File: config.mk
export PLATFORM = sky130hd
export DESIGN_NAME = ssrl_ctrl
export DESIGN_NICKNAME = d
export VERILOG_FILES = /design/src/rtl/ssrl_pkg.sv /design/src/rtl/ssrl_ctrl.sv
export SDC_FILE = /design/constraint.sdc
export NUM_CORES = 1
export LEC_CHECK = 0
export ABC_CLOCK_PERIOD_IN_PS = 1050
export BUFFER_PORTS_ARGS = -buffer_cell sky130_fd_sc_hd__clkbuf_2
export CAP_MARGIN = 20
export CORE_AREA = 2 2 39 41
export CTS_CLUSTER_SIZE = 25
export DETAILED_ROUTE_END_ITERATION = 8
export DIE_AREA = 0 0 41 43
export SLEW_MARGIN = 25
export SYNTH_ARGS = -nofsm -noshare
export SYNTH_HDL_FRONTEND = slang
export SYNTH_SLANG_ARGS = --single-unit
File: constraint.sdc
create_clock -name clk -period 1.05 [get_ports clk]
set_input_delay 0.2625 -clock clk [delete_from_list [all_inputs] [get_ports clk]]
set_output_delay 0.2625 -clock clk [all_outputs]
set_load 0.1 [all_outputs]
File: src/rtl/ssrl_pkg.sv
`default_nettype none

package ssrl_pkg;

  localparam int MAX_SYMBOLS = 512;
  localparam int IDX_W       = $clog2(MAX_SYMBOLS);
  localparam int CNT_W       = $clog2(MAX_SYMBOLS + 1);
  localparam int TOTAL_W     = 10;

  localparam logic [1:0] REQ_INSERT = 2'd0;
  localparam logic [1:0] REQ_LOOKUP = 2'd1;
  localparam logic [1:0] REQ_CLEAR  = 2'd2;
  localparam logic [1:0] REQ_NOP    = 2'd3;

  localparam logic [3:0]  FUNC_TYPE      = 4'h2;
  localparam logic [31:0] ZERO_SIZE_SPAN = 32'h0001_0000;

  typedef struct packed {
    logic [1:0]  req_type;
    logic [31:0] address;
    logic [31:0] symbol_size;
    logic [7:0]  symbol_info;
    logic [15:0] section_index;
    logic [31:0] name_offset;
  } req_t;

  typedef struct packed {
    logic               accepted;
    logic               found;
    logic [31:0]        offset_in_symbol;
    logic [31:0]        matched_name_offset;
    logic               name_valid;
    logic [TOTAL_W-1:0] entry_total;
  } res_t;

  typedef struct packed {
    logic [31:0] start;
    logic [31:0] length;
    logic [31:0] name_index;
    logic        name_ok;
  } entry_t;

  localparam int ENTRY_W = $bits(entry_t);

  typedef enum logic [2:0] {
    PTR_HOLD,
    PTR_TOP,
    PTR_ZERO,
    PTR_DEC,
    PTR_INC
  } ptr_op_t;

  typedef struct packed {
    logic    capture;
    ptr_op_t ptr_op;
    logic    rd_below;
    logic    wr_shift;
    logic    wr_new;
    logic    take_best;
    logic    clear_cnt;
    logic    load_out;
  } cmd_t;

  typedef struct packed {
    logic [1:0] req_type;
    logic       ins_ok;
    logic       ptr_zero;
    logic       ptr_end;
    logic       start_gt;
  } status_t;

endpackage

`default_nettype wire

File: src/rtl/ssrl_ctrl.sv
`default_nettype none

module ssrl_ctrl (
  input  wire logic              clk,
  input  wire logic              rst,
  input  wire logic              req_valid,
  output logic                   req_stall,
  output logic                   res_valid,
  input  wire logic              res_stall,
  input  wire ssrl_pkg::status_t status,
  output ssrl_pkg::cmd_t         cmd
);

  typedef enum logic [2:0] {
    S_IDLE,
    S_DECODE,
    S_INS_RD,
    S_INS_CMP,
    S_LK_RD,
    S_LK_CMP,
    S_FINISH
  } state_t;

  state_t state;
  state_t state_next;
  logic   out_free;

  assign req_stall = (state != S_IDLE);
  assign out_free  = !res_valid || !res_stall;

  always_comb begin
    cmd        = '0;
    cmd.ptr_op = ssrl_pkg::PTR_HOLD;
    state_next = state;
    case (state)
      S_IDLE: begin
        if (req_valid) begin
          cmd.capture = 1'b1;
          state_next  = S_DECODE;
        end
      end
      S_DECODE: begin
        case (status.req_type)
          ssrl_pkg::REQ_INSERT: begin
            if (status.ins_ok) begin
              cmd.ptr_op = ssrl_pkg::PTR_TOP;
              state_next = S_INS_RD;
            end else begin
              state_next = S_FINISH;
            end
          end
          ssrl_pkg::REQ_LOOKUP: begin
            cmd.ptr_op = ssrl_pkg::PTR_ZERO;
            state_next = S_LK_RD;
          end
          ssrl_pkg::REQ_CLEAR: begin
            cmd.clear_cnt = 1'b1;
            state_next    = S_FINISH;
          end
          ssrl_pkg::REQ_NOP: begin
            state_next = S_FINISH;
          end
          default: begin
            state_next = S_FINISH;
          end
        endcase
      end
      S_INS_RD: begin
        if (status.ptr_zero) begin
          cmd.wr_new = 1'b1;
          state_next = S_FINISH;
        end else begin
          cmd.rd_below = 1'b1;
          state_next   = S_INS_CMP;
        end
      end
      S_INS_CMP: begin
        if (status.start_gt) begin
          cmd.wr_shift = 1'b1;
          cmd.ptr_op   = ssrl_pkg::PTR_DEC;
          state_next   = S_INS_RD;
        end else begin
          cmd.wr_new = 1'b1;
          state_next = S_FINISH;
        end
      end
      S_LK_RD: begin
        if (status.ptr_end) begin
          state_next = S_FINISH;
        end else begin
          state_next = S_LK_CMP;
        end
      end
      S_LK_CMP: begin
        if (!status.start_gt) begin
          cmd.take_best = 1'b1;
          cmd.ptr_op    = ssrl_pkg::PTR_INC;
          state_next    = S_LK_RD;
        end else begin
          state_next = S_FINISH;
        end
      end
      S_FINISH: begin
        if (out_free) begin
          cmd.load_out = 1'b1;
          state_next   = S_IDLE;
        end
      end
      default: begin
        state_next = S_IDLE;
      end
    endcase
  end

  always_ff @(posedge clk) begin
    if (rst) begin
      state     <= S_IDLE;
      res_valid <= 1'b0;
    end else begin
      state <= state_next;
      if (cmd.load_out) begin
        res_valid <= 1'b1;
      end else if (!res_stall) begin
        res_valid <= 1'b0;
      end
    end
  end

  a_new_then_finish: assert property (@(posedge clk) disable iff (rst)
    cmd.wr_new |=> state == S_FINISH)
    else $error("new entry written outside the last insert step");

  a_load_free: assert property (@(posedge clk) disable iff (rst)
    cmd.load_out |-> !(res_valid && res_stall))
    else $error("result overwritten while held");

  a_write_insert: assert property (@(posedge clk) disable iff (rst)
    (cmd.wr_new || cmd.wr_shift) |-> status.req_type == ssrl_pkg::REQ_INSERT)
    else $error("table written by a request that is not an insert");

endmodule

`default_nettype wire

==> results of run 1 <==
==> flip-flops by register name, summed over array words and instances (netlist names) <==
signal,flops
state,3
res_valid,1
==> cell usage after synthesis, types with 2 or more instances <==
library cell,number
nor2_1,3
o21ai_0,2
a21oi_1,5
or2b_1,2
buf_6,2
nor3_1,4
inv_1,4
nand2b_1,3
or3_1,2
dfxtp_1,4
nand2_1,4
==> cells by family after synthesis <==
family                 after synthesis  synth area share, %
and+or+nand+nor                     22                 34.9
AOI/OAI and AO/OA                   14                 29.9
buffers and inverters                7                 12.2
DFF                                  4                 23.0
==> critical path, cell delays in order (launching register included) <==
cell and delay [ns]:
dfxtp_2 0.33, buf_4 0.16, or3_4 0.36, buf_4 0.16, buf_12 0.16
==> metrics by stage <==
stage | worst slack, ns | utilization (%) | power [mW] | std cells | setup TNS, ns
2_1_floorplan | -0.829 | - | 1.89 | 47 | -6.64
3_3_place_gp | -0.393 | 62.3 | 2.65 | 96 | -4.12
3_5_place_dp | -0.430 | 62.3 | 2.70 | 96 | -4.50
5_1_grt | -0.641 | 77.0 | 3.68 | 110 | -7.10
6_report | -0.609 | 77.0 | 3.55 | 110 | -6.41
4_1_cts | -0.621 | 73.1 | 3.30 | 106 | -6.42
==> timing repair <==
action	CTS	global route
setup buffers	7	4
endpoints found under the setup margin	16	15
resized for setup	19	3
hold buffers	0	0
pin swaps	9	5
==> where the power goes <==
part	leakage [nW]	internal, mW	total [mW]	switching, mW
clock	0.0150	0.143	0.209	0.0667
combinational	0.395	1.37	2.98	1.62
sequential	0.0353	0.241	0.353	0.112
==> final cells by class <==
type                            count  area share (%)
Sequential cell                     4            8.69
Timing Repair Buffer               46            47.7
Clock buffer                        4            2.46
Multi-Input combinational cell     36            37.6
Tap cell                           16            1.88
Inverter                            4            1.76
==> worst paths after layout <==
kind,end,cells after the start
max,req_stall,4
min reg2reg,res_valid$_SDFFE_PP0P_,2
min,res_valid$_SDFFE_PP0P_,2
max reg2reg,state[0]$_SDFFE_PP0P_,7
==> layer usage <==
layer / vias up / wire length [um] / GRT usage, %
li1: 263 / - / -
met1: 267 / 592 / 23.5
met2: 21 / 881 / 32.5
met3: 4 / 73 / 4.71
met4: 0 / 48 / 12.0
met5: - / 0 / 0
==> impl_metrics.ini, run 1 <==
[critical_path]
worstSetupStartpointType = register
r2r_setup_slack_ns = -0.27
reg2reg_from = state[2]$_SDFFE_PP0P_
cp.required_ns = 0.79
end_kind = output pin
crit_start = state[1]$_SDFFE_PP0P_
cp_max_fo = 8
critPathArrivalTime_ns = 1.40
critPathKind = reg -> out

[die]
core_area_sq_mm = 0.00138
fp-row-count = 14
die-area_sq_mm = 0.00176
die_height_um = 43
ios = 22
die_x_um = 41
start_util_pct = 25.1

[sta]
timing.hold.ws_ns = 0.272
worstMarginPinSlew_ns = 0.256
hold_viol_final = 0
layout_setup_ws_ns = -0.609
rsz0062_at_grt = true
slew_violations = 0
post-route-period-util_pct = 158
max_freq_ghz = 0.603
setup_viol = 15
max_slew_margin_pct = 82.9
final.min_clock_period_ns = 1.66
skew_ns = 0.00923

[synthesis]
synth_area_leaders = dfxtp_1 (23%), a21oi_1 (7.2%), buf_6 (6.5%)
syn_inst = 47
synthFlopType = dfxtp_1
synth_edf_count = 0
ys_warn_count = 0
synth_cell_types = 23
syn-cell-area_sq_um = 348
syn_area_per_cell_sq_um = 7.40
netlist.top_cell.by_area = dfxtp_1
syn-num-nets = 57
ys_seq_area_share_pct = 23.0
async_reset_ff_share_pct = 0
synth_top_area_share_pct = 23.0
ys_ff_latch = 4

[hold_path]
hp-start = rst
min_path_type = in -> reg

[grt]
grt_pass1_vias = 536
grt_max_degree = 9
grt_overflow = 0
grt_usage_pct = 20.5
antenna_found_initial = 0
grt_pass1_wl_mm = 2.39

[drt]
viasPerCell = 5.05
drc = 0
drtPass1Iterations = 4
drtIter0Drc = 14
final_antenna_net_count = 0
num_vias = 555
wl_per_cell_um = 14.5
wirelength_mm = 1.60

[final_layout]
layout-drive-gt1-share_pct = 81.9
fin_area_sq_mm = 0.00107
multi_input_comb_area_sq_um = 400
syn2layout_area_growth_pct = 206
antenna_cells = 0
seqCellArea_sq_um = 92.6
nets = 105
mostFrequentLayoutCells = buf_4 (18), buf_12 (13), clkbuf_2 (9)
fillers = 84
mostFrequentLayoutCell = buf_4

[placement]
place.gp.congestion = 0.787
dp_hpwl_um = 1000
post_dp_cell_area_sq_um = 862
io_buffer_count = 21

[pwr]
power-per-cell-area_mw_per_mm2 = 3330
peakVddDrop_v = 0.00146
p_leak_nw = 0.445

[outcome]
status = complete, but fails checks
violations = negative setup slack

[clocking]
cts_buffer_depth = 2
numCtsBuffers = 3
clk_pin_slew_ns = 0.04
h-tree-depth = 1
cts.sinks = 4
cts_tree = built
root_buffer = clkbuf_4
clkLatencyLatePin_ns = 0.24

[flow_run]
drv_cap = 0
(Power assumes the default switching activity.)
==> run 2, diff against run 1 <==
ABC_AREA = 1   (was default)
==> run 2 against run 1 <==
Net effect:
- clock skew shrank 0.0074 ns
- the flow still finishes with violations (negative setup slack)
- hold slack lost 0.015 ns
- final cell count grew 14%
- sequential share of layout area increased by 0.13 points
- via count up 1.1%
- combinational power up 6%
- global-route usage shrank 2.6 points
- critical path type unchanged
==> impl_metrics.ini, run 2 <==
[placement]
dp_hpwl_um = 970
post_dp_cell_area_sq_um = 925
io_buffer_count = 21
place.gp.congestion = 0.778
dp_cells = 117

[synthesis]
synthFlopType = dfxtp_1
synth_cell_types = 15
synth_area_leaders = dfxtp_1 (24%), inv_1 (14%), nand2_1 (11%)
syn_inst = 60
synth_edf_count = 0
ys_ff_latch = 4
ys_warn_count = 0
async_reset_ff_share_pct = 0
syn-cell-area_sq_um = 338
synth_common_cells = inv_1 (13), nand2_1 (10), nor2_1 (8)
netlist.top_cell.by_area = dfxtp_1
ys_seq_area_share_pct = 23.7
synth_top_area_share_pct = 23.7
syn-num-nets = 70
syn_area_per_cell_sq_um = 5.63
synth_most_common_cell = inv_1

[sta]
max_slew_margin_pct = 87.4
layout_setup_ws_ns = -0.480
post-route-period-util_pct = 146
slew_violations = 0
rsz0062_at_grt = true
skew_ns = 0.00184
setup_viol = 14
max_freq_ghz = 0.654
final.min_clock_period_ns = 1.53
worstMarginPinSlew_ns = 0.189
hold_viol_final = 0

[critical_path]
critPathArrivalTime_ns = 1.27
cp_max_fo = 5
end_kind = output pin
worstSetupStartpointType = register
critPathKind = reg -> out
cp.required_ns = 0.79

[pwr]
peakVddDrop_v = 0.00189
power-per-cell-area_mw_per_mm2 = 3450
p_leak_nw = 0.529
finalPower_mw = 3.72

[final_layout]
layout-drive-gt1-share_pct = 78.0
fin_area_sq_mm = 0.00108
antenna_cells = 0
mostFrequentLayoutCell = buf_4
reg_top3 = state x3, res_valid x1
nets = 121
fillers = 86
multi_input_comb_area_sq_um = 368
mostFrequentLayoutCells = buf_4 (18), buf_12 (12), clkbuf_2 (9)
largest_register_ffs = 3
top_register = state
fin_util_pct = 77.9
instances_no_fill = 125
seqCellArea_sq_um = 95.1
syn2layout_area_growth_pct = 219

[drt]
num_vias = 561
viasPerCell = 4.49
wl_per_cell_um = 11.2
final_antenna_net_count = 0
drtPass1Iterations = 3
drc = 0
wirelength_mm = 1.40
drtIter0Drc = 2

[die]
core_area_sq_mm = 0.00138
die_height_um = 43
ios = 22
die-area_sq_mm = 0.00176
fp-row-count = 14
die_x_um = 41
start_util_pct = 24.4

[clocking]
clkLatencyLatePin_ns = 0.23
clk_pin_slew_ns = 0.04
cts.sinks = 4
cts_buffer_depth = 2
cts_hold_buffers = 0
root_buffer = clkbuf_4
numCtsBuffers = 3
h-tree-depth = 1
cts_tree = built

[grt]
grt_max_degree = 6
grt_usage_pct = 17.9
met3_usage_pct = 3.66
busiest_layer = met2
grt_pass1_vias = 560
use_met1_pct = 18.9
antenna_found_initial = 0
grt_use_met2_pct = 31.6
grt_overflow = 0
grt_pass1_wl_mm = 2.16

[flow_run]
drv_cap = 0

[outcome]
violations = negative setup slack
status = complete, but fails checks

[hold_path]
min_path_type = in -> reg
## run 2: cells by family after synthesis
logic type,count (synthesis),synth area share [%]
AOI/OAI and AO/OA,6,10.4
buffers and inverters,15,16.7
DFF,4,23.7
and+or+nand+nor,35,49.3
## run 2: power breakdown
group / switching [mW] / total (mW) / internal, mW / leakage (nW)
sequential: 0.132 / 0.389 / 0.257 / 0.0356
clock: 0.0539 / 0.181 / 0.127 / 0.0138
combinational: 1.85 / 3.15 / 1.29 / 0.479
total: 2.04 / 3.72 / 1.68 / 0.529
## run 2: critical path: stages (launching register included)
cell and delay, ns:
dfxtp_4 0.36, inv_4 0.05, nor2_4 0.14, nand3_2 0.09
buf_6 0.14, o21ai_4 0.06, buf_12 0.19
## run 2: what timing repair did
item | in CTS | in global routing
gates cloned | 0 | 0
endpoints found under the hold margin | 0 | 0
setup endpoints to repair | 14 | 15
gates resized for setup | 20 | 5
pin swaps | 6 | 3
buffers inserted | 3 | 4
## run 2: layout make-up
| type | count | share of cell area (%) |
|---|---|---|
| sequential | 4 | 8.82 |
| clock buffer | 3 | 2.09 |
| multi-input combinational | 41 | 34.1 |
| tap | 16 | 1.86 |
| inverter | 15 | 6.84 |
| timing repair buffer | 46 | 46.3 |
## run 2: path summary, 6_finish.rpt
check | start | to | slack [ns] | cells after the start
worst max-delay path | state[1]$_SDFFE_PP0P_ | cmd[7] | -0.48 | 6
worst max register to register | state[1]$_SDFFE_PP0P_ | state[2]$_SDFFE_PP0P_ | -0.29 | 9
worst min register to register | res_valid$_SDFFE_PP0P_ | res_valid$_SDFFE_PP0P_ | 0.51 | 2
worst min-delay path | rst | res_valid$_SDFFE_PP0P_ | 0.26 | 2
## run 2: metal layers
metal	wire length (um)	up-vias	share of wire, %
met5	0	-	0
met3	46	4	3.3
met1	546	247	39
met4	34	0	2.4
li1	-	294	-
met2	773	16	55
## run 2: per-stage QoR
step                      hold WS [ns]  TNS (ns)  worst slack (ns)
after global routing             0.267     -6.18            -0.529
after global placement           0.461     -2.76            -0.268
final                            0.257     -5.48            -0.480
after CTS                        0.224     -5.00            -0.469
after floorplan                  0.322     -4.48            -0.690
after detailed placement         0.463     -3.03            -0.302
